### config.mk
export PLATFORM = sky130hd
export DESIGN_NAME = bfs_mul
export DESIGN_NICKNAME = d
export VERILOG_FILES = /design/src/boids_flocking_steer_defines.svh /design/src/bfs_mul.sv
export SDC_FILE = /design/constraint.sdc
export NUM_CORES = 2
export LEC_CHECK = 0
export BUFFER_PORTS_ARGS = -buffer_cell sky130_fd_sc_hd__buf_2
export CELL_PAD_IN_SITES_DETAIL_PLACEMENT = 0
export CELL_PAD_IN_SITES_GLOBAL_PLACEMENT = 1
export CORE_MARGIN = 1.5
export CORE_UTILIZATION = 56
export DETAILED_ROUTE_END_ITERATION = 8
export MAX_ROUTING_LAYER = met4
export PLACE_DENSITY_LB_ADDON = 0.1
export SETUP_SLACK_MARGIN = 0.3
export SLEW_MARGIN = 5
export SYNTH_ARGS = -nofsm -noshare
export SYNTH_HDL_FRONTEND = slang
export SYNTH_SLANG_ARGS = --single-unit
### constraint.sdc
create_clock -name i_clk -period 11 [get_ports i_clk]
set_input_delay 1.1 -clock i_clk [delete_from_list [all_inputs] [get_ports i_clk]]
set_output_delay 1.1 -clock i_clk [all_outputs]
set_load 0.03 [all_outputs]
### src/boids_flocking_steer_defines.svh
// ---------------------------------------------------------------------------
// Boids steering: assertion macros
// Shorthand for the concurrent checks of the steering block.
// ---------------------------------------------------------------------------
`ifndef BOIDS_FLOCKING_STEER_DEFINES_SVH
`define BOIDS_FLOCKING_STEER_DEFINES_SVH

// Consequent must hold in the same cycle as the antecedent.
`define BFS_ASSERT_SAME(label, clk, rst_n, ante, cons, msg) \
    label: assert property (@(posedge clk) disable iff (!rst_n) (ante) |-> (cons)) \
        else $error(msg);

// Consequent must hold in the cycle after the antecedent.
`define BFS_ASSERT_NEXT(label, clk, rst_n, ante, cons, msg) \
    label: assert property (@(posedge clk) disable iff (!rst_n) (ante) |=> (cons)) \
        else $error(msg);

`endif

### src/bfs_mul.sv
// ---------------------------------------------------------------------------
// Shared multiplier
// Unsigned 32 by 32 product with a registered result.
// ---------------------------------------------------------------------------
module bfs_mul (
    input  logic        i_clk,
    input  logic [31:0] i_a,
    input  logic [31:0] i_b,
    output logic [63:0] o_prod
);

    logic [63:0] r_prod;

    always_ff @(posedge i_clk) begin
        r_prod <= 64'(i_a) * 64'(i_b);
    end

    assign o_prod = r_prod;

endmodule

==> results.yml <==
worst_setup_path:
  cp_slowest_cell: "fa_1"
  critPathArrivalTime_ps: 9190
  crit_family: "adder cells"
  timing.critical_path.mode_cell: "fa_1"
  path_cells: "buf_2, and2_1, fa_1, fa_1, inv_1, fa_1, fa_1, inv_1, fa_1, fa_1, fa_1, inv_1, fa_1, inv_1, ha_1, nand4_1, or4_1, or3_1, a31oi_1, a31o_2, a211oi_1, o21ai_1, xor2_1"
  critPathMaxFanout: 32
  endpoint_kind: "register"
  worstPathRequired_ps: 11280
  max_stage_delay_ps: 630
  startpoint_type: "input port"
  cp-startpoint: "i_a[25]"
  critPathKind: "input port to register"
  crit_buf_inv: 5
sta:
  max-slew-margin-rel_pct: 33.8
  rsz0062_at_grt: "false"
  max_slew.worst_pin.slew_ps: 993
  finalCriticalPeriod_ps: 8900
  hold_viol: 0
  setup-tns-final_ps: 0
  drv_slew: 0
  setup_violations: 0
  min_period_over_period_pct: 80.9
  fin_ws_ps: 2100
  timing.fmax_mhz: 112
die:
  boundaryPins: 129
  core_um2: 61500
  die_w_um: 252
  core.rowCount: 91
  die_height_um: 252
  dieArea_um2: 63400
  start_util_pct: 56.4
global_route:
  grt_use_met1_pct: 38.0
  grt_pass1_wl_um: 154000
  gr-usage-all-layers_pct: 33.0
  first_global_vias: 27816
  antenna_found_initial: 5
  grtUsageMet2_pct: 57.2
  grt_max_degree: 33
  grt_most_used_layer: "met2"
  use_met3_pct: 4.52
  grt_overflow: 0
synth:
  async_flop_share_pct: 0
  avgSynthCellArea_um2: 9.25
  syn-num-nets: 4972
  synth-simple-area-share_pct: 17.6
  synth_edf_count: 0
  synth_xor_area_share_pct: 1.52
  ys_ff_latch: 64
  syn_inst: 3748
  syn_area_um2: 34700
  synth_mux_area_share_pct: 0.0289
  yosysUniqueCellTypes: 57
  synth_compound_area_share_pct: 4.15
  synth_top_area_share_pct: 51.7
  synth_fa_ha_area_share_pct: 61.2
  synth_top_family_by_area: "adder cells"
  ys_top_cells_by_area: "fa_1 52%, and2_1 11%, ha_1 9.5%, inv_1 9.4%, nand2_1 5.2%"
  synth_top_area_cell: "fa_1"
  yosys_warnings: 0
  yosys_most_used_dff: "dfxtp_1"
  yosysSeqAreaShare_pct: 3.69
placement:
  dp_hpwl_um: 76100
  dpl_worst_slack_ps: 1820
  gp_congestion: 0.908
  numPortBuffers: 128
min_path:
  hp-class: "input port to register"
  worstHoldStart: "i_b[0]"
finish:
  seq_area_um2: 1280
  final.fill_count: 5564
  multi_input_area_um2: 29300
  nets: 4894
  utilization_pct: 58.3
  largest_reg_flops: 64
  drive_above_1_share_pct: 4.46
  area.growth.synth_to_final_pct: 3.36
clocking:
  tritoncts: "yes"
  postCtsResizedCells: 0
  clockBufferDepth: 2
  h-tree-depth: 3
  cts_setup_buffers: 0
  clock_sinks: 64
  cts-root-buf: "clkbuf_16"
  numCtsBuffers: 9
  clk_pin_slew_worst_paths_ps: 60
  cts-hold-fix-buffers: 0
route:
  first_iter_violations: 1213
  routedWlPerCell_um: 21.3
  antenna_left: 0
  route.detailed.drc: 0
  dr.pass1.iters: 5
  drt_wl_total_um: 95400
  viasPerCell: 5.48
  vias: 24514
job:
  drv_cap: 0
run_status:
  run_status: "complete, no violations"
[area by class of cell]
cell class                      instances  area share (%)
Multi-Input combinational cell       2599            81.8
Inverter                              865            9.06
Sequential cell                        64            3.57
Tap cell                              790            2.76
Timing Repair Buffer                  131            1.85
Clock buffer                            9           0.628
Clock inverter                          7           0.290
Antenna cell                            7          0.0489
[metal layers]
layer  vias up  wire [um]
li1      10680          -
met1     13001      35600
met2       640      49800
met3       193       4690
met4         0       5300
met5         -          0
[cell usage after synthesis, types with 6 or more instances]
master	count
a21oi_1	63
xor2_1	25
clkbuf_1	213
a21o_1	40
fa_1	896
nand3_1	10
a31oi_1	12
and3_1	14
nor2_1	20
ha_1	263
buf_2	6
dfxtp_1	64
nand4_1	23
nand2_1	480
nor3_1	7
o21ai_0	21
o21bai_1	10
xnor2_1	35
and2_1	602
o21a_1	9
inv_1	865
[cells by family after synthesis]
kind of cell / after synthesis
AOI/OAI and AO/OA: 202
DFF: 64
adders and majority gates: 1159
muxes: 1
xor gates and xnor gates: 60
and+or+nand+nor: 1177
buffers and inverters: 1085
[worst paths after layout]
check / slack, ps / cells after the start / to
max: 2100 / 23 / o_prod[62]$_DFF_P_
min: 1390 / 2 / o_prod[0]$_DFF_P_
[layout by cell type (no fill, tap or decap), types with 4 or more instances in the layout]
| master | Yosys | final |
|---|---|---|
| nand4_1 | 23 | 23 |
| o21ai_1 | 5 | 5 |
| clkbuf_16 | 0 | 9 |
| a21oi_1 | 63 | 63 |
| xnor2_1 | 35 | 35 |
| buf_2 | 6 | 128 |
| a21o_1 | 40 | 40 |
| nand2_1 | 480 | 480 |
| nor2_1 | 20 | 20 |
| dfxtp_1 | 64 | 64 |
| diode_2 | 0 | 7 |
| nor3_1 | 7 | 7 |
| o21ai_0 | 21 | 21 |
| o21bai_1 | 10 | 10 |
| nand3_1 | 10 | 10 |
| xor2_1 | 25 | 25 |
| inv_1 | 865 | 865 |
| a31oi_1 | 12 | 12 |
| o21a_1 | 9 | 9 |
| and2_1 | 602 | 602 |
| a221o_1 | 4 | 4 |
| fa_1 | 896 | 896 |
| ha_1 | 263 | 263 |
| and3_1 | 14 | 14 |
[metrics by stage]
stage / hold WS, ps / instances / area (um^2)
detailed placement: 1530 / 4449 / 35500
global placement: 1530 / 4449 / 35500
CTS: 1390 / 4465 / 35800
finish: 1390 / 4472 / 35800
floorplan: 1230 / 3748 / 34700
global route: 1410 / 4472 / 35800
Power is left out: the tool's default activity adds up to more than one toggle a clock period on the data nets, which glitch-free logic cannot reach.
