<file path="src/boids_flocking_steer_defines.svh">
// ---------------------------------------------------------------------------
// Boids steering: assertion macros
// Shorthand for the concurrent checks of the steering block.
// ---------------------------------------------------------------------------
`ifndef BOIDS_FLOCKING_STEER_DEFINES_SVH
`define BOIDS_FLOCKING_STEER_DEFINES_SVH

// Consequent must hold in the same cycle as the antecedent.
`define BFS_ASSERT_SAME(label, clk, rst_n, ante, cons, msg) \
    label: assert property (@(posedge clk) disable iff (!rst_n) (ante) |-> (cons)) \
        else $error(msg);

// Consequent must hold in the cycle after the antecedent.
`define BFS_ASSERT_NEXT(label, clk, rst_n, ante, cons, msg) \
    label: assert property (@(posedge clk) disable iff (!rst_n) (ante) |=> (cons)) \
        else $error(msg);

`endif

</file>
<file path="src/bfs_pkg.sv">
// ---------------------------------------------------------------------------
// Boids steering package
// Beat types, widths, command and register codes, and small helpers.
// ---------------------------------------------------------------------------
package bfs_pkg;

    localparam int MAX_NEIGHBORS = 1024;
    localparam int CNT_W         = 11;
    localparam logic [CNT_W-1:0] COUNT_CAP =
        CNT_W'((MAX_NEIGHBORS < 2047) ? MAX_NEIGHBORS : 2047);

    localparam int SUM_W = 48;   // accumulator and divider dividend width
    localparam int VEC_W = 49;   // signed vector component under normalisation
    localparam int LEN_W = 32;   // divisor and square root width
    localparam int RAD_W = 31;
    localparam int GAIN_W = 16;
    localparam int CFG_IDX_W = 3;

    localparam logic [1:0] CMD_LOAD     = 2'd0;
    localparam logic [1:0] CMD_NEIGHBOR = 2'd1;
    localparam logic [1:0] CMD_FINISH   = 2'd2;

    localparam logic [CFG_IDX_W-1:0] CFG_SEP_RADIUS = 3'd0;
    localparam logic [CFG_IDX_W-1:0] CFG_ALI_RADIUS = 3'd1;
    localparam logic [CFG_IDX_W-1:0] CFG_COH_RADIUS = 3'd2;
    localparam logic [CFG_IDX_W-1:0] CFG_SEP_GAIN   = 3'd3;
    localparam logic [CFG_IDX_W-1:0] CFG_ALI_GAIN   = 3'd4;
    localparam logic [CFG_IDX_W-1:0] CFG_COH_GAIN   = 3'd5;

    typedef struct packed {
        logic [1:0]         command;
        logic signed [31:0] pos_x;
        logic signed [31:0] pos_y;
        logic signed [31:0] pos_z;
        logic signed [31:0] vel_x;
        logic signed [31:0] vel_y;
        logic signed [31:0] vel_z;
    } t_in_beat;

    typedef struct packed {
        logic signed [31:0] new_vel_x;
        logic signed [31:0] new_vel_y;
        logic signed [31:0] new_vel_z;
    } t_out_beat;

    function automatic logic [SUM_W-1:0] f_mag(input logic [VEC_W-1:0] v);
        logic [VEC_W-1:0] n;
        n = -v;
        return v[VEC_W-1] ? n[SUM_W-1:0] : v[SUM_W-1:0];
    endfunction

    function automatic logic [31:0] f_sat(input logic [33:0] v);
        logic [31:0] r;
        if (!v[33] && (v[32:31] != 2'b00)) begin
            r = 32'h7FFF_FFFF;
        end else if (v[33] && (v[32:31] != 2'b11)) begin
            r = 32'h8000_0000;
        end else begin
            r = v[31:0];
        end
        return r;
    endfunction

endpackage

</file>
<file path="src/bfs_sqrt.sv">
// ---------------------------------------------------------------------------
// Iterative integer square root
// Floor square root of a 64-bit value, one result bit per cycle.
// ---------------------------------------------------------------------------
module bfs_sqrt (
    input  logic                       i_clk,
    input  logic                       i_rst_n,
    input  logic                       i_start,
    input  logic [63:0]                i_radicand,
    output logic                       o_done,
    output logic [bfs_pkg::LEN_W-1:0]  o_root
);

    logic [63:0] r_x, r_r, r_b;
    logic [4:0]  r_cnt;
    logic        r_busy, r_done;
    logic [63:0] trial;

    assign trial = r_r + r_b;

    always_ff @(posedge i_clk) begin
        if (!i_rst_n) begin
            r_busy <= 1'b0;
            r_done <= 1'b0;
        end else begin
            r_done <= r_busy && (r_cnt == 5'd31);
            if (i_start) begin
                r_busy <= 1'b1;
            end else if (r_busy && (r_cnt == 5'd31)) begin
                r_busy <= 1'b0;
            end
        end
    end

    always_ff @(posedge i_clk) begin
        if (i_start) begin
            r_x   <= i_radicand;
            r_r   <= 64'd0;
            r_b   <= 64'd1 << 62;
            r_cnt <= 5'd0;
        end else if (r_busy) begin
            if (r_x >= trial) begin
                r_x <= r_x - trial;
                r_r <= (r_r >> 1) + r_b;
            end else begin
                r_r <= r_r >> 1;
            end
            r_b   <= r_b >> 2;
            r_cnt <= r_cnt + 5'd1;
        end
    end

    assign o_done = r_done;
    assign o_root = r_r[bfs_pkg::LEN_W-1:0];

endmodule

</file>
<file path="config.mk">
export PLATFORM = sky130hd
export DESIGN_NAME = bfs_sqrt
export DESIGN_NICKNAME = d
export VERILOG_FILES = /design/src/boids_flocking_steer_defines.svh /design/src/bfs_pkg.sv /design/src/bfs_sqrt.sv
export SDC_FILE = /design/constraint.sdc
export NUM_CORES = 1
export LEC_CHECK = 0
export ABC_AREA = 1
export BUFFER_PORTS_ARGS = -buffer_cell sky130_fd_sc_hd__buf_2
export CAP_MARGIN = 20
export CORE_MARGIN = 5
export CORE_UTILIZATION = 25
export DETAILED_ROUTE_END_ITERATION = 6
export GPL_TIMING_DRIVEN = 0
export HOLD_SLACK_MARGIN = 0.05
export PLACE_DENSITY = 0.43
export SYNTH_ARGS = -nofsm -noshare
export SYNTH_HDL_FRONTEND = slang
export SYNTH_SLANG_ARGS = --single-unit
export TNS_END_PERCENT = 10
</file>
<file path="constraint.sdc">
create_clock -name i_clk -period 4.9 [get_ports i_clk]
set_input_delay 0.49 -clock i_clk [delete_from_list [all_inputs] [get_ports i_clk]]
set_output_delay 0.49 -clock i_clk [all_outputs]
set_load 0.01 [all_outputs]
</file>
==> impl_metrics.toml <==
[status]
status = "finished clean"

[grt]
antenna_found_initial = 0
grtUsageTotal_pct = 22.0
grt_max_degree = 20
grt_pass1_vias = 22900
grt_pass1_wl_um = 143000
overflow = 0

[clocking]
clk_pin_slew_ps = 80
cts_max_level = 4
cts_tree = "yes"
clkSinkCount = 167
ctsHoldBuffers = 0
clock_latency_ps = 520
cts_buffers = 17
clockBufferDepth = 2
root_buffer = "clkbuf_16"

[cells_and_area]
regArea_um2 = 4000
final_cells = 4828
fin_nets = 3955
multiInputGateArea_um2 = 14300
diodes = 0
area_growth_pct = 15.7
fillCellCount = 9469
layout-drive-gt1-share_pct = 9.85

[drt]
vias_per_cell = 4.81
first_pass_iters = 6
wl_um = 98400
vias = 23200
postRouteAntennaNets = 0
drc = 0
wl_per_cell_um = 20.4
drt_iter0_markers = 1773

[place]
dp_cells = 4778
dpl.hpwl_um = 83400
gp_congestion = 0.949
io_buffers = 99

[synthesis]
ys_warn_count = 0
avgSynthCellArea_um2 = 5.64
yosysUniqueCellTypes = 47
syn_area_um2 = 20400
yosysSeqAreaShare_pct = 19.5
synth_edf_count = 64
synthArstFlopShare_pct = 0
syn-num-nets = 3816
ys_ff_latch = 167
postSynthCellCount = 3616
synthFlopType = "dfxtp_1"

[die]
rows = 104
dieArea_um2 = 87300
die_y_um = 296
core_um2 = 80700
die_w_um = 296
num_io_pins = 100
start_util_pct = 25.3

[run]
cap_viol_max_count = 0

[timing]
finalCriticalPeriod_ps = 4760
timing.hold.ws_ps = 246
finalSetupTns_ps = 0
post-route-period-util_pct = 97.1
setup_violations = 0
drv_slew = 0
max_clock_freq_mhz = 210
hold_viol = 0
fin_skew_ps = 24.4
worstMarginPinSlew_ps = 1110
slew_headroom_pct = 25.7

[worst_hold_path]
hold_path_class = "in -> reg"
min_from = "i_radicand[10]"
min_to = "r_x[10]"
hold_path_depth = 3

[worst_setup_path]
arrival_ps = 4980
cp.required_ps = 5120
r2r-end = "r_x[30]"
reg2reg_slack_ps = 140
path_max_fanout = 11
reg2reg_depth = 22
r2r_start = "r_r[28]"
setup.worst_path.end_class = "flop"
start_kind = "flop"
crit_type = "reg -> reg"

[power]
p_per_area_nw_per_um2 = 563
power_mw = 13.3
vdd_drop_max_uv = 208
leakagePower_nw = 10.6
cell usage after synthesis (47+ instances only):
cell / n / area (um2)
a21oi_1: 210 / 1050
dfxtp_1: 103 / 2060
edfxtp_1: 64 / 1920
ha_1: 132 / 1650
inv_1: 504 / 1890
nand2_1: 1218 / 4570
nand3_1: 296 / 1480
nor2_1: 449 / 1690
nor3_1: 47 / 235
o21ai_0: 166 / 831
xnor2_1: 48 / 420
xor2_1: 51 / 447
flip-flops by register name, indices dropped and copies added (netlist names):
name	cells
o_done	1
r_busy	1
r_cnt	5
r_b	32
r_x	64
r_r	64
final cells by class:
type                       count  share of cell area [%]
multi-input combinational   2820                    60.7
inverter                     511                    8.14
timing repair buffer         119                    3.12
tap                         1060                    5.63
clock inverter                15                   0.759
sequential                   167                    17.0
clock buffer                  17                    1.80
buffer                       119                    2.93
routing by layer:
metal	up-vias	part of all wire [%]	track usage, %
met2	497	47	37.7
met4	0	3.1	6.75
met5	-	0	0
li1	11800	-	-
met1	10800	46	29.6
met3	104	3.5	1.89
stage by stage:
| step | utilization [%] | worst slack [ps] | cell area, um2 |
|---|---|---|---|
| after CTS | 28.6 | 3.88 | 23100 |
| final | 29.2 | 140 | 23600 |
| after global placement | 27.5 | -1900 | 22200 |
| after floorplan | - | 454 | 20400 |
| after detailed placement | 27.6 | -913 | 22300 |
| after global routing | 29.2 | -17.9 | 23600 |
kinds of logic (layout without fill, tap and decap cells):
family,after synthesis,in the layout,share of synthesized area [%]
xor+xnor,99,99,4.25
compound gates,471,471,12.6
buf+inv,630,781,12.7
simple gates,2116,2117,42.6
fa+ha+maj,133,133,8.20
flops,167,167,19.5
power by group:
part / total, mW / leakage (nW) / internal [mW] / switching (mW)
sequential: 2.53 / 1.49 / 2.01 / 0.516
combinational: 9.26 / 8.78 / 3.16 / 6.11
clock: 1.47 / 0.293 / 0.692 / 0.776
cell usage in the layout (no fill, tap or decap), drive strengths merged, types with 5 or more instances in the layout:
master  netlist  layout
nand2      1224    1225
inv         511     520
nor2        461     461
nand3       297     297
a21oi       219     219
buf          75     191
o21ai       176     176
ha          132     132
dfxtp       103     103
edfxtp       64      64
clkbuf       44      64
xor2         51      51
xnor2        48      48
nor3         48      48
nand4        32      32
nand3b       30      30
o21bai       22      22
or2          15      15
a31oi        14      14
a21o         13      13
o21a          7       7
a211oi        6       6
clkinv        0       6
o211ai        5       5
nor4          5       5
worst max path at each step:
| stage | from | to | slack [ps] |
|---|---|---|---|
| 2_1_floorplan | r_r[4] | r_x[0] | 450 |
| 3_3_place_gp | r_b[36] | r_x[7] | -1900 |
| 3_5_place_dp | r_b[36] | r_x[7] | -910 |
| 4_1_cts | r_r[10] | r_x[44] | 4 |
| 5_1_grt | r_b[36] | r_x[38] | -20 |
| 6_report | r_r[28] | r_x[30] | 140 |
worst max-delay path, cell delays in order, from the launching register on:
cell and delay, ps:
dfxtp_1 520, ha_1 370, nand2_2 180, nor2_2 90
a21oi_1 320, o21ai_1 180, a21o_1 240, nand2_1 80
nand2_1 80, xor2_2 180, ha_2 430, nand2_1 120
nor2_2 160, inv_2 60, nor2_2 150, nand2_1 100
nor3_2 210, nand2_2 170, nand2_4 120, nand2_4 90
buf_8 180, nand2_8 160, clkbuf_16 210
what timing repair did:
action / in CTS / in global routing
gates cloned: 2 / 2
pin swaps: 9 / 14
resized for setup: 47 / 97
setup buffers: 7 / 7
endpoints found under the setup margin: 128 / 125
Note: power is estimated with default switching activity, not from simulation.
