--- src/boids_flocking_steer_defines.svh ---
// ---------------------------------------------------------------------------
// Boids steering: assertion macros
// Shorthand for the concurrent checks of the steering block.
// ---------------------------------------------------------------------------
`ifndef BOIDS_FLOCKING_STEER_DEFINES_SVH
`define BOIDS_FLOCKING_STEER_DEFINES_SVH

// Consequent must hold in the same cycle as the antecedent.
`define BFS_ASSERT_SAME(label, clk, rst_n, ante, cons, msg) \
    label: assert property (@(posedge clk) disable iff (!rst_n) (ante) |-> (cons)) \
        else $error(msg);

// Consequent must hold in the cycle after the antecedent.
`define BFS_ASSERT_NEXT(label, clk, rst_n, ante, cons, msg) \
    label: assert property (@(posedge clk) disable iff (!rst_n) (ante) |=> (cons)) \
        else $error(msg);

`endif

--- src/bfs_pkg.sv ---
// ---------------------------------------------------------------------------
// Boids steering package
// Beat types, widths, command and register codes, and small helpers.
// ---------------------------------------------------------------------------
package bfs_pkg;

    localparam int MAX_NEIGHBORS = 1024;
    localparam int CNT_W         = 11;
    localparam logic [CNT_W-1:0] COUNT_CAP =
        CNT_W'((MAX_NEIGHBORS < 2047) ? MAX_NEIGHBORS : 2047);

    localparam int SUM_W = 48;   // accumulator and divider dividend width
    localparam int VEC_W = 49;   // signed vector component under normalisation
    localparam int LEN_W = 32;   // divisor and square root width
    localparam int RAD_W = 31;
    localparam int GAIN_W = 16;
    localparam int CFG_IDX_W = 3;

    localparam logic [1:0] CMD_LOAD     = 2'd0;
    localparam logic [1:0] CMD_NEIGHBOR = 2'd1;
    localparam logic [1:0] CMD_FINISH   = 2'd2;

    localparam logic [CFG_IDX_W-1:0] CFG_SEP_RADIUS = 3'd0;
    localparam logic [CFG_IDX_W-1:0] CFG_ALI_RADIUS = 3'd1;
    localparam logic [CFG_IDX_W-1:0] CFG_COH_RADIUS = 3'd2;
    localparam logic [CFG_IDX_W-1:0] CFG_SEP_GAIN   = 3'd3;
    localparam logic [CFG_IDX_W-1:0] CFG_ALI_GAIN   = 3'd4;
    localparam logic [CFG_IDX_W-1:0] CFG_COH_GAIN   = 3'd5;

    typedef struct packed {
        logic [1:0]         command;
        logic signed [31:0] pos_x;
        logic signed [31:0] pos_y;
        logic signed [31:0] pos_z;
        logic signed [31:0] vel_x;
        logic signed [31:0] vel_y;
        logic signed [31:0] vel_z;
    } t_in_beat;

    typedef struct packed {
        logic signed [31:0] new_vel_x;
        logic signed [31:0] new_vel_y;
        logic signed [31:0] new_vel_z;
    } t_out_beat;

    function automatic logic [SUM_W-1:0] f_mag(input logic [VEC_W-1:0] v);
        logic [VEC_W-1:0] n;
        n = -v;
        return v[VEC_W-1] ? n[SUM_W-1:0] : v[SUM_W-1:0];
    endfunction

    function automatic logic [31:0] f_sat(input logic [33:0] v);
        logic [31:0] r;
        if (!v[33] && (v[32:31] != 2'b00)) begin
            r = 32'h7FFF_FFFF;
        end else if (v[33] && (v[32:31] != 2'b11)) begin
            r = 32'h8000_0000;
        end else begin
            r = v[31:0];
        end
        return r;
    endfunction

endpackage

--- src/bfs_div.sv ---
// ---------------------------------------------------------------------------
// Iterative unsigned divider
// Restoring division of a 48-bit dividend by a 32-bit divisor, one quotient
// bit per cycle.
// ---------------------------------------------------------------------------
module bfs_div (
    input  logic                       i_clk,
    input  logic                       i_rst_n,
    input  logic                       i_start,
    input  logic [bfs_pkg::SUM_W-1:0]  i_dividend,
    input  logic [bfs_pkg::LEN_W-1:0]  i_divisor,
    output logic                       o_busy,
    output logic                       o_done,
    output logic [bfs_pkg::SUM_W-1:0]  o_quotient
);

    localparam int N = bfs_pkg::SUM_W;
    localparam int D = bfs_pkg::LEN_W;

    logic [D-1:0] r_rem, r_dvs;
    logic [N-1:0] r_quo;
    logic [5:0]   r_cnt;
    logic         r_busy, r_done;
    logic [D:0]   partial;
    logic         last;

    assign partial = {r_rem, r_quo[N-1]};
    assign last    = (r_cnt == 6'(N - 1));

    always_ff @(posedge i_clk) begin
        if (!i_rst_n) begin
            r_busy <= 1'b0;
            r_done <= 1'b0;
        end else begin
            r_done <= r_busy && last;
            if (i_start) begin
                r_busy <= 1'b1;
            end else if (r_busy && last) begin
                r_busy <= 1'b0;
            end
        end
    end

    always_ff @(posedge i_clk) begin
        if (i_start) begin
            r_rem <= '0;
            r_dvs <= i_divisor;
            r_quo <= i_dividend;
            r_cnt <= 6'd0;
        end else if (r_busy) begin
            if (partial >= {1'b0, r_dvs}) begin
                r_rem <= D'(partial - {1'b0, r_dvs});
                r_quo <= {r_quo[N-2:0], 1'b1};
            end else begin
                r_rem <= partial[D-1:0];
                r_quo <= {r_quo[N-2:0], 1'b0};
            end
            r_cnt <= r_cnt + 6'd1;
        end
    end

    assign o_busy     = r_busy;
    assign o_done     = r_done;
    assign o_quotient = r_quo;

endmodule

--- config.mk ---
export PLATFORM = sky130hd
export DESIGN_NAME = bfs_div
export DESIGN_NICKNAME = d
export VERILOG_FILES = /design/src/boids_flocking_steer_defines.svh /design/src/bfs_pkg.sv /design/src/bfs_div.sv
export SDC_FILE = /design/constraint.sdc
export NUM_CORES = 1
export LEC_CHECK = 0
export BUFFER_PORTS_ARGS = -buffer_cell sky130_fd_sc_hd__clkbuf_2
export CORE_ASPECT_RATIO = 0.5
export CORE_UTILIZATION = 45
export CTS_CLUSTER_DIAMETER = 120
export CTS_CLUSTER_SIZE = 24
export DETAILED_ROUTE_END_ITERATION = 10
export HOLD_SLACK_MARGIN = 0.1
export PLACE_DENSITY = 0.76
export SLEW_MARGIN = 20
export SYNTH_ARGS = -nofsm -noshare
export SYNTH_HDL_FRONTEND = slang
export SYNTH_SLANG_ARGS = --single-unit
--- constraint.sdc ---
create_clock -name i_clk -period 2.7 [get_ports i_clk]
set_input_delay 0.81 -clock i_clk [delete_from_list [all_inputs] [get_ports i_clk]]
set_output_delay 0.81 -clock i_clk [all_outputs]
set_load 0.02 [all_outputs]
==> summary.md, run 1 <==
| Metric | Value |
|---|---|
| Critical path required time | 3.03 ns |
| Post-synth ARST share | 0% |
| Number of global-route vias before repair | 5,863 |
| Total congestion overflow | 0 |
| Slew HR | 46.3% |
| Top cell by count, worst path | a21boi_0 |
| CTS Buffer Depth | 2 |
| Layout net count | 994 |
| Finish-stage setup viols | 1 |
| Hold Crit Class | flip-flop to flip-flop |
| Total wire length | 18.6 mm |
| Yosys warning count | 0 |
| HP Start | r_cnt[5]$_SDFFE_PP0P_ |
| Leakage power | 0.00391 uW |
| Initial core utilization | 46.9% |
| Worst Slack Setup Final | -0.0303 ns |
| Prevailing post-synth register cell | edfxtp_1 |
| First-pass GRT wire length | 28.8 mm |
| Initial antenna violation count | 0 |
| Count of cell types in the netlist | 70 |
| Hold Vio Cnt, Final | 0 |
| # port buffers | 132 |
| Fin. max-slew vios | 0 |
| Clk Latency, worst-skew pair | 0.42 ns |
| Final non-filler cell area | 9360 sq um |
| Tightest Pin Transition | 0.804 ns |
| Netlist Area Pre-Place | 6910 sq um |
| Outcome | complete, but fails checks |
| Fillers | 1,190 |
| Final min period | 2.73 ns |
| Critical Path Fanout Max | 3 |
| Share of layout cells above drive strength 1 | 42.6% |
| I/O pin cnt | 133 |
| # DRC | 0 |
| Worst path slowest cell | edfxtp_1 |
| CP max stage delay | 0.38 ns |
| Root buf cell | clkbuf_16 |
| Combinational power share | 24.8% |
| Internal power | 4270 uW |
| Tot GR Track Use | 23.7% |
| Period utilization | 101% |
| P_sw | 1760 uW |
| CP Capture Type | flip-flop |
| Via density | 5.54 |
| Sequential share of power | 37.2% |
| DRT iter0 DRCs | 420 |
| Reg-to-reg startpoint | r_dvs[1]$_DFFE_PP_ |
| Sequential area share after synthesis | 46.4% |
| Area of the die | 15,900 sq um |
| Final TNS setup | -0.0303 ns |
| CP Launch Point | r_dvs[1]$_DFFE_PP_ |
| Clk pwr share | 38.0% |
| Cell Chain, Critical Path | inv_1 -> ha_1 -> nor2b_2 -> o2111a_2 -> o211ai_1 -> buf_4 -> a21boi_0 -> o21ai_1 -> a21boi_0 -> a211o_1 -> a311oi_1 |
| RSZ-0062 raised after global routing | yes |
| Clock Skews | 0.0122 ns |
| Failing checks | setup timing |
| Mapped Cells | 669 |
| VDD IR max | 0.439 mV |
| Fmax | 366 MHz |
| Cell Area, Placed | 8290 sq um |
| Startpoint Class | flip-flop |
| Core Rows | 31 |
| Dpl hpwl | 13.0 mm |
| N_diodes | 0 |
| PwrDens | 644 nW/um^2 |
| Worst Path Arrival | 3.06 ns |
| Total CTS buffers | 17 |
| Crit Path Class | flip-flop to flip-flop |
| Mapped Avg Cell Area | 10.3 sq um |
| CTS tree | yes |
| Clock-pin slew on the worst setup and hold paths | 0.06 ns |
| Die H | 89.6 um |
| Max Cap Viol | 0 |
| Area grow syn2layout | 35.5% |
| Routability cong. | 0.899 |
| DIE WIDTH | 177 um |
| Largest net degree at the start of global routing | 74 |
| Mapped Nets | 786 |
| WL/cell | 17.1 um |
| Post-synth EDFFs | 80 |
| ANT nets after route | 0 |
| Via Count | 6,030 |
| Sw frac | 29.1% |
| CTS sink count | 120 |
| 1st-pass router iterations | 5 |
| H-tree Lvls | 4 |
| Core area | 14,700 sq um |
| Yosys reg bits | 120 |
power by group through the flow:
stage | logic (uW) | clock network, uW | registers, uW
after detailed placement | 1330 | 0 | 2270
after floorplan | 734 | 0 | 2350
after global placement | 1310 | 0 | 2260
final | 1500 | 2290 | 2240
after global routing | 1620 | 2410 | 2260
after CTS | 1390 | 2330 | 2240
cells in the final DEF, fill, tap and decap left out, types with 17 or more instances in the layout:
cell type    n
a21oi_1     35
buf_4       87
clkbuf_16   17
clkbuf_2   131
dfxtp_1     40
edfxtp_1    80
ha_1        17
inv_1       43
mux2_2      48
nand2_1     47
nand3_1     21
nand4_1     17
nor2_1      50
xnor2_1     17
registers in the layout, indices dropped and copies added (netlist names):
register	cells
o_done	1
r_cnt	6
r_dvs	32
o_busy	1
r_rem	32
o_quotient	48
critical path: cells and delay by family (launching register included):
family / cells / cell delay [ns]
AO/OA/AOI/OAI: 7 / 1.61
adder cells (fa/ha/maj): 1 / 0.23
buffers and inverters: 2 / 0.25
flip-flops: 1 / 0.38
AND/OR/NAND/NOR: 1 / 0.17
worst paths after layout:
check,slack (ns),cells after the start,to
setup / recovery,-0.03,11,r_rem[17]$_SDFFE_PP0P_
hold / removal,0.49,2,r_cnt[5]$_SDFFE_PP0P_
setup reg to reg,-0.03,11,r_rem[17]$_SDFFE_PP0P_
hold reg to reg,0.49,2,r_cnt[5]$_SDFFE_PP0P_
final cells by class:
| cell class | count | area [sq um] | share of cell area [%] |
|---|---|---|---|
| inverter | 47 | 176 | 1.88 |
| tap | 198 | 248 | 2.65 |
| clock buffer | 19 | 433 | 4.63 |
| clock inverter | 13 | 154 | 1.64 |
| sequential | 120 | 3200 | 34.2 |
| multi-input combinational | 466 | 3730 | 39.8 |
| timing repair buffer | 225 | 1420 | 15.1 |
routing by layer:
metal | GRT usage [%] | share of wire (%) | wire length (um)
met5 | 0 | 0 | 0
met4 | 9.48 | 1.4 | 259
met3 | 6.23 | 7.0 | 1310
met2 | 39.1 | 47 | 8770
met1 | 30.0 | 44 | 8220
cells by family (layout without fill, tap and decap cells):
group	count (synthesis)	after routing	share of synthesized area, %
simple gates	183	183	13.0
compound gates	171	171	17.6
flops	120	120	46.4
buf+inv	83	304	5.07
mux	50	50	8.11
fa+ha+maj	34	34	6.27
xor+xnor	28	28	3.55
synthesized netlist by cell type, types with 7 or more instances:
master | number | area share (%)
o21ai_0 | 22 | 1.6
clkbuf_1 | 21 | 1.1
a311oi_1 | 18 | 2.3
a21o_1 | 10 | 1.1
o211ai_1 | 7 | 0.76
o21ai_1 | 14 | 1.0
nand3_1 | 21 | 1.5
mux2_2 | 48 | 7.8
inv_1 | 47 | 2.6
nand4_1 | 17 | 1.5
a21oi_1 | 39 | 2.8
nand2_1 | 48 | 2.6
edfxtp_1 | 80 | 35
nor3_1 | 9 | 0.65
nor2_1 | 51 | 2.8
a21boi_0 | 7 | 0.76
xor2_1 | 11 | 1.4
ha_1 | 33 | 6.0
dfxtp_1 | 40 | 12
xnor2_1 | 17 | 2.2
through the flow:
stage          setup slack [ns]  total power [uW]  instances  hold WS, ns  utilization [%]
2_1_floorplan            0.0712              3080        669        0.453                -
3_3_place_gp            -0.0831              3570       1044        0.466             56.3
3_5_place_dp             -0.143              3600       1044        0.478             56.3
4_1_cts                 -0.0153              5960       1082        0.490             61.7
5_1_grt                  -0.136              6280       1088        0.516             63.5
6_report                -0.0303              6030       1088        0.488             63.5
what timing repair did:
item,CTS,global route
hold buffers,0,0
pin swaps,6,35
resized for setup,28,58
buffers inserted,6,6
endpoints found under the setup margin,28,30
hold endpoints to repair,0,0
Note: power is estimated with default switching activity, not from simulation.
==> run 2: changes to the inputs <==
==> constraint.sdc (replaced) <==
create_clock -name i_clk -period 2.4 [get_ports i_clk]
set_input_delay 0.72 -clock i_clk [delete_from_list [all_inputs] [get_ports i_clk]]
set_output_delay 0.72 -clock i_clk [all_outputs]
set_load 0.02 [all_outputs]
==> run 2 against run 1 <==
  * The run still ends with setup timing left
  * Via count rose by 7.2%
  * Die area did not move
  * Total power rose by 18%
  * Sequential share of layout area fell by 2.8 points
  * Critical path depth did not move
  * Clock skew rose by 0.0027 ns
  * Register-to-register slack got worse by 0.25 ns
  * Worst setup slack got worse by 0.25 ns
  * Cell area rose by 9.0%
==> summary.md, run 2 (synthesis results as in run 1) <==
| Metric | Value |
|---|---|
| DIE WIDTH | 177 um (unchanged) |
| CP Capture Point | r_rem[31]$_SDFFE_PP0P_ |
| Area of the die | 15,900 sq um (unchanged) |
| CP Launch Point | r_dvs[1]$_DFFE_PP_ |
| Hold Vio Cnt, Final | 0 (unchanged) |
| Most common cell after layout, fill and taps aside | buf_4 |
| Reg-to-reg startpoint | r_dvs[1]$_DFFE_PP_ |
| WL/cell | 17.8 um (+4.1%) |
| FF/Latch Area | 3200 sq um (unchanged) |
| CTS Buffer Depth | 2 (unchanged) |
| Worst Path Arrival | 3.00 ns (-0.06 ns) |
| Area of the multi-input gates | 3940 sq um (+5.7%) |
| Largest net degree at the start of global routing | 56 (-24%) |
| Routability cong. | 0.925 (+2.8%) |
| Worst Hold Slack | 0.463 ns (-0.0253 ns) |
| CP Capture Type | flip-flop |
| 1st-pass router iterations | 5 (unchanged) |
| Total wire length | 20.6 mm (+11%) |
| Total CTS buffers | 17 (unchanged) |
| Critical Path Fanout Max | 3 (unchanged) |
| Area grow syn2layout | 47.7% |
| PwrDens | 695 nW/um^2 (+7.9%) |
| Tightest Pin Transition | 0.613 ns (-0.191 ns) |
| Startpoint Class | flip-flop |
| Fin. max-slew vios | 0 (unchanged) |
| Worst Slack Setup Final | -0.279 ns (-0.249 ns) |
| Total congestion overflow | 0 (unchanged) |
| Crit Path Class | flip-flop to flip-flop |
| Final min period | 2.68 ns (-0.0515 ns) |
| Clock Skews | 0.0149 ns (+0.00268 ns) |
| Core Rows | 31 (unchanged) |
| RSZ-0062 raised after global routing | yes |
| Final non-filler cell area | 10,200 sq um (+9.0%) |
| Worst reg2reg setup slack | -0.28 ns (-0.25 ns) |
| Share of layout cells above drive strength 1 | 50.1% (+7.5 points) |
| Max FFs per register | 48 (unchanged) |
| CTS sink count | 120 (unchanged) |
| Total Power | 7090 uW (+18%) |
| Slew HR | 59.1% (+13 points) |
| Finish-stage setup viols | 33 (+32) |
| Layout net count | 1,068 (+7.4%) |
| Core area | 14,700 sq um (unchanged) |
| Fillers | 1,061 (-11%) |
| Outcome | complete, but fails checks |
| Cell depth of the worst flop-to-flop path | 11 (unchanged) |
| Clk Latency, worst-skew pair | 0.43 ns (about the same) |
| Fmax | 373 MHz (+1.9%) |
| Leakage power | 0.00435 uW (+11%) |
| Via density | 5.56 (+0.40%) |
| VDD IR max | 0.580 mV (+32%) |
| Period utilization | 112% (+10 points) |
| # port buffers | 132 (unchanged) |
| Post-layout util | 69.2% (+5.7 points) |
| Tot GR Track Use | 26.0% (+2.3 points) |
| Clock-pin slew on the worst setup and hold paths | 0.07 ns (about the same) |
| Max Cap Viol | 0 (unchanged) |
| Dpl hpwl | 14.3 mm (+10%) |
| Cell Chain, Critical Path | inv_2 -> ha_4 -> nor2b_4 -> o2111a_1 -> o21ai_1 -> a2111oi_2 -> buf_4 -> nor2_1 -> o311a_1 -> o22ai_1 -> a311oi_1 |
| CP max stage delay | 0.40 ns (+0.02 ns) |
| Die H | 89.6 um (unchanged) |
| Initial antenna violation count | 0 (unchanged) |
| Hold Crit Class | input port to flip-flop |
| # DRC | 0 (unchanged) |
| Pre-CTS WS | -0.306 ns (-0.162 ns) |
| ANT nets after route | 0 (unchanged) |
| Via Count | 6,466 (+7.2%) |
| Initial core utilization | 46.9% (unchanged) |
| First-pass GRT wire length | 31.7 mm (+9.9%) |
| I/O pin cnt | 133 (unchanged) |
| Cell Area, Placed | 8830 sq um (+6.5%) |
| Root buf cell | clkbuf_16 |
| R2R Path End | r_rem[31]$_SDFFE_PP0P_ |
| N_diodes | 0 (unchanged) |
| H-tree Lvls | 4 (unchanged) |
| Failing checks | setup timing |
| Critical path required time | 2.72 ns (-0.31 ns) |
| Worst path slowest cell | edfxtp_1 |
| DRT iter0 DRCs | 652 (+55%) |
| Most frequent cells in the layout | 148 x buf_4, 131 x clkbuf_2, 80 x edfxtp_1 |
| Number of global-route vias before repair | 6,353 (+8.4%) |
| CTS tree | yes |
[run 2: cell types whose count changed in the layout (fill, tap and decap cells not counted), sizes merged]
cell    delta
inv        +1
bufinv     -1
clkinv     -1
clkbuf     +1
buf       +74
[run 2: repair_timing]
item	in CTS	in global routing
hold buffers	0	0
resized for setup	83	44
pin swaps	42	39
setup endpoints to repair	33	33
buffers inserted	14	9
endpoints found under the hold margin	0	0
gates cloned	0	0
[run 2: how the worst min path moves through the flow]
stage | start | endpoint | cells after the start | slack, ns
after floorplan | r_rem[21]$_SDFFE_PP0P_ | r_rem[21]$_SDFFE_PP0P_ | 2 | 0.45
after global placement | r_cnt[5]$_SDFFE_PP0P_ | r_cnt[5]$_SDFFE_PP0P_ | 2 | 0.46
after detailed placement | r_cnt[5]$_SDFFE_PP0P_ | r_cnt[5]$_SDFFE_PP0P_ | 2 | 0.48
after CTS | i_divisor[25] | r_dvs[25]$_DFFE_PP_ | 1 | 0.45
after global routing | i_divisor[25] | r_dvs[25]$_DFFE_PP_ | 1 | 0.45
final | i_divisor[25] | r_dvs[25]$_DFFE_PP_ | 1 | 0.46
[run 2: area by class of cell]
cell class	instances	area share [%]
Tap cell	198	2.43
Inverter	47	1.77
Clock buffer	20	4.48
Timing Repair Buffer	299	19.9
Multi-Input combinational cell	466	38.6
Clock inverter	12	1.40
Sequential cell	120	31.4
[run 2: metal layers]
layer  share of wire (%)  GRT usage, %  vias up  wire (um)
met5                   0             0        -          0
li1                    -             -     3054          -
met1                  43          32.9     3086       8900
met2                  47          43.8      281       9730
met3                 7.8          6.65       45       1610
met4                 1.9          8.93        0        390
[run 2: where the power goes]
part / total (uW) / internal [uW] / switching (uW)
Clock: 2610 / 1600 / 1010
Sequential: 2520 / 2410 / 105
Combinational: 1960 / 946 / 1020
[run 2: critical path, delay by kind of cell (launching register included)]
family / cells / cell delay, ns
flops: 1 / 0.40
simple gates: 2 / 0.38
fa+ha+maj: 1 / 0.20
compound gates: 6 / 1.35
buf+inv: 2 / 0.25
[run 2: per-stage QoR]
step | setup TNS, ns | cells
floorplan | -0.182 | 669
global placement | -5.62 | 1110
detailed placement | -7.03 | 1110
CTS | -4.39 | 1155
global route | -10.45 | 1162
finish | -6.19 | 1162
==> run 3: changes to the inputs <==
--- a/config.mk
+++ b/config.mk
@@ -5,6 +5,7 @@
 export SDC_FILE = /design/constraint.sdc
 export NUM_CORES = 1
 export LEC_CHECK = 0
+export ABC_CLOCK_PERIOD_IN_PS = 2400
 export BUFFER_PORTS_ARGS = -buffer_cell sky130_fd_sc_hd__clkbuf_2
 export CORE_ASPECT_RATIO = 0.5
 export CORE_UTILIZATION = 45
@@ -13,6 +14,7 @@
 export DETAILED_ROUTE_END_ITERATION = 10
 export HOLD_SLACK_MARGIN = 0.1
 export PLACE_DENSITY = 0.76
+export RECOVER_POWER = 100
 export SLEW_MARGIN = 20
 export SYNTH_ARGS = -nofsm -noshare
 export SYNTH_HDL_FRONTEND = slang
==> run 3 against run 2 <==
  * The run still ends with setup timing left
  * Die area unchanged
  * Worst setup slack lost 0.0013 ns
  * Critical path depth is the same
  * Non-clock buffer count is the same
  * Final cell count did not move
  * Via count decreased by 0.25%
  * Flip-flop and latch count unchanged
  * Total power fell by 0.25%
  * Register-to-register slack about the same
  * Sequential power hardly changed
  * Largest power group unchanged
==> summary.md, run 3 (synthesis results as in run 1) <==
| Metric | Value |
|---|---|
| Outcome | complete, but fails checks |
| Failing checks | setup timing |
| Total Power | 7080 uW (-0.25%) |
| WL/cell | 17.8 um (+0.43%) |
| Final TNS setup | -6.30 ns (-0.113 ns) |
| Routability cong. | 0.925 (unchanged) |
| DRT iter0 DRCs | 696 (+6.7%) |
| Core Rows | 31 (unchanged) |
| Worst Path Arrival | 3.01 ns (about the same) |
| FF/Latch Area | 3200 sq um (unchanged) |
| Area of the die | 15,900 sq um (unchanged) |
| Cell Chain, Critical Path | inv_1 -> ha_1 -> buf_4 -> nand2_1 -> o21ai_0 -> a21oi_1 -> o31ai_1 -> nor2_1 -> nor4_1 -> a32oi_1 -> a311oi_1 |
| Area of the multi-input gates | 3940 sq um (unchanged) |
| CTS Buffer Depth | 2 (unchanged) |
| CP max stage delay | 0.35 ns (-0.05 ns) |
| Fmax | 373 MHz (about the same) |
| Finish-stage setup viols | 33 (unchanged) |
| # port buffers | 132 (unchanged) |
| CTS sink count | 120 (unchanged) |
| RSZ-0062 raised after global routing | yes |
| PwrDens | 699 nW/um^2 (+0.49%) |
| Via Count | 6,450 (-0.25%) |
| # hold bufs at CTS | 0 (unchanged) |
| Hold Crit Class | input port to flip-flop |
| Core area | 14,700 sq um (unchanged) |
| Max FFs per register | 48 (unchanged) |
| Largest net degree at the start of global routing | 56 (unchanged) |
| Clk Latency, worst-skew pair | 0.43 ns (about the same) |
| Clock-pin slew on the worst setup and hold paths | 0.07 ns (about the same) |
| # DRC | 0 (unchanged) |
| Tot GR Track Use | 26.0% (unchanged) |
| H-tree Lvls | 4 (unchanged) |
| Crit Path Class | flip-flop to flip-flop |
| 1st-pass router iterations | 5 (unchanged) |
| Worst path slowest cell | ha_1 |
| Fillers | 1,088 (+2.5%) |
| Critical path required time | 2.73 ns (about the same) |
| Final min period | 2.68 ns (+0.00130 ns) |
| VDD IR max | 0.583 mV (+0.48%) |
| Worst Path Buf+Inv | 2 (unchanged) |
| First-pass GRT wire length | 31.7 mm (unchanged) |
| Period utilization | 112% (about the same) |
| Initial core utilization | 46.9% (unchanged) |
| Placed cell count | 1,110 (unchanged) |
| Startpoint Class | flip-flop |
| Tightest Pin Transition | 1.18 ns (+0.569 ns) |
| Final non-filler cell area | 10,100 sq um (-0.74%) |
| Most common cell after layout, fill and taps aside | buf_4 |
| Layout net count | 1,068 (unchanged) |
| ANT nets after route | 0 (unchanged) |
| Via density | 5.55 (-0.25%) |
| Worst Slack Setup Final | -0.280 ns (-0.00130 ns) |
| CP Capture Type | flip-flop |
| Slew HR | 21.2% (-38 points) |
| Number of global-route vias before repair | 6,353 (unchanged) |
| Total wire length | 20.7 mm (+0.43%) |
| Share of layout cells above drive strength 1 | 44.6% (-5.5 points) |
| N_diodes | 0 (unchanged) |
| Delay-heaviest family, CP | compound AO/OA/AOI/OAI gates |
| Root buf cell | clkbuf_16 |
| Total congestion overflow | 0 (unchanged) |
| Max Cap Viol | 0 (unchanged) |
| Fin. max-slew vios | 0 (unchanged) |
| Hold Vio Cnt, Final | 0 (unchanged) |
| Initial antenna violation count | 0 (unchanged) |
| CTS tree | yes |
| Die H | 89.6 um (unchanged) |
| Clock Skews | 0.0157 ns (+0.000736 ns) |
| Post-layout util | 68.7% (-0.51 points) |
| Critical Path Fanout Max | 4 (+1) |
| I/O pin cnt | 133 (unchanged) |
| Dpl hpwl | 14.3 mm (unchanged) |
| Most frequent cells in the layout | 144 x buf_4, 83 x clkbuf_2, 80 x edfxtp_1 |
| DIE WIDTH | 177 um (unchanged) |
| Leakage power | 0.00419 uW (-3.6%) |
| Area grow syn2layout | 46.6% |
| Total CTS buffers | 17 (unchanged) |
| Non-filler cells, final | 1,162 (unchanged) |
| Cell Area, Placed | 8830 sq um (unchanged) |
[run 3: metal layers]
layer | GRT usage (%) | vias to the layer above | part of all wire, %
met5 | 0 | - | 0
met4 | 8.93 | 0 | 1.8
met3 | 6.65 | 39 | 6.7
met2 | 43.8 | 238 | 47
met1 | 32.9 | 3118 | 44
li1 | - | 3055 | -
[run 3: cell type report]
type                       count  share of cell area [%]
multi-input combinational    466                    38.9
sequential                   120                    31.6
timing repair buffer         299                    19.3
clock buffer                  20                    4.51
tap                          198                    2.45
inverter                      47                    1.78
clock inverter                12                    1.41
[run 3: final timing paths]
path / from / cells past startpoint / to / slack, ns
max: r_dvs[13]$_DFFE_PP_ / 11 / r_rem[31]$_SDFFE_PP0P_ / -0.28
min: i_divisor[25] / 1 / r_dvs[25]$_DFFE_PP_ / 0.46
max reg2reg: r_dvs[13]$_DFFE_PP_ / 11 / r_rem[31]$_SDFFE_PP0P_ / -0.28
min reg2reg: r_cnt[5]$_SDFFE_PP0P_ / 2 / r_cnt[5]$_SDFFE_PP0P_ / 0.49
[run 3: power by group]
part           total [uW]  leakage (uW)  internal, uW  switching (uW)
combinational        1940       0.00277           922            1020
sequential           2520       0.00112          2410             105
clock                2620      0.000293          1600            1020
[run 3: through the flow]
stage | hold slack, ns | setup WS, ns
finish | 0.462 | -0.280
global route | 0.448 | -0.428
CTS | 0.447 | -0.208
detailed placement | 0.484 | -0.306
global placement | 0.465 | -0.268
floorplan | 0.453 | -0.103
[run 3: repair_timing]
| item | in CTS | in global routing |
|---|---|---|
| buffers inserted | 14 | 9 |
| resized for setup | 83 | 44 |
| pin swaps | 42 | 39 |
| setup endpoints to repair | 33 | 33 |
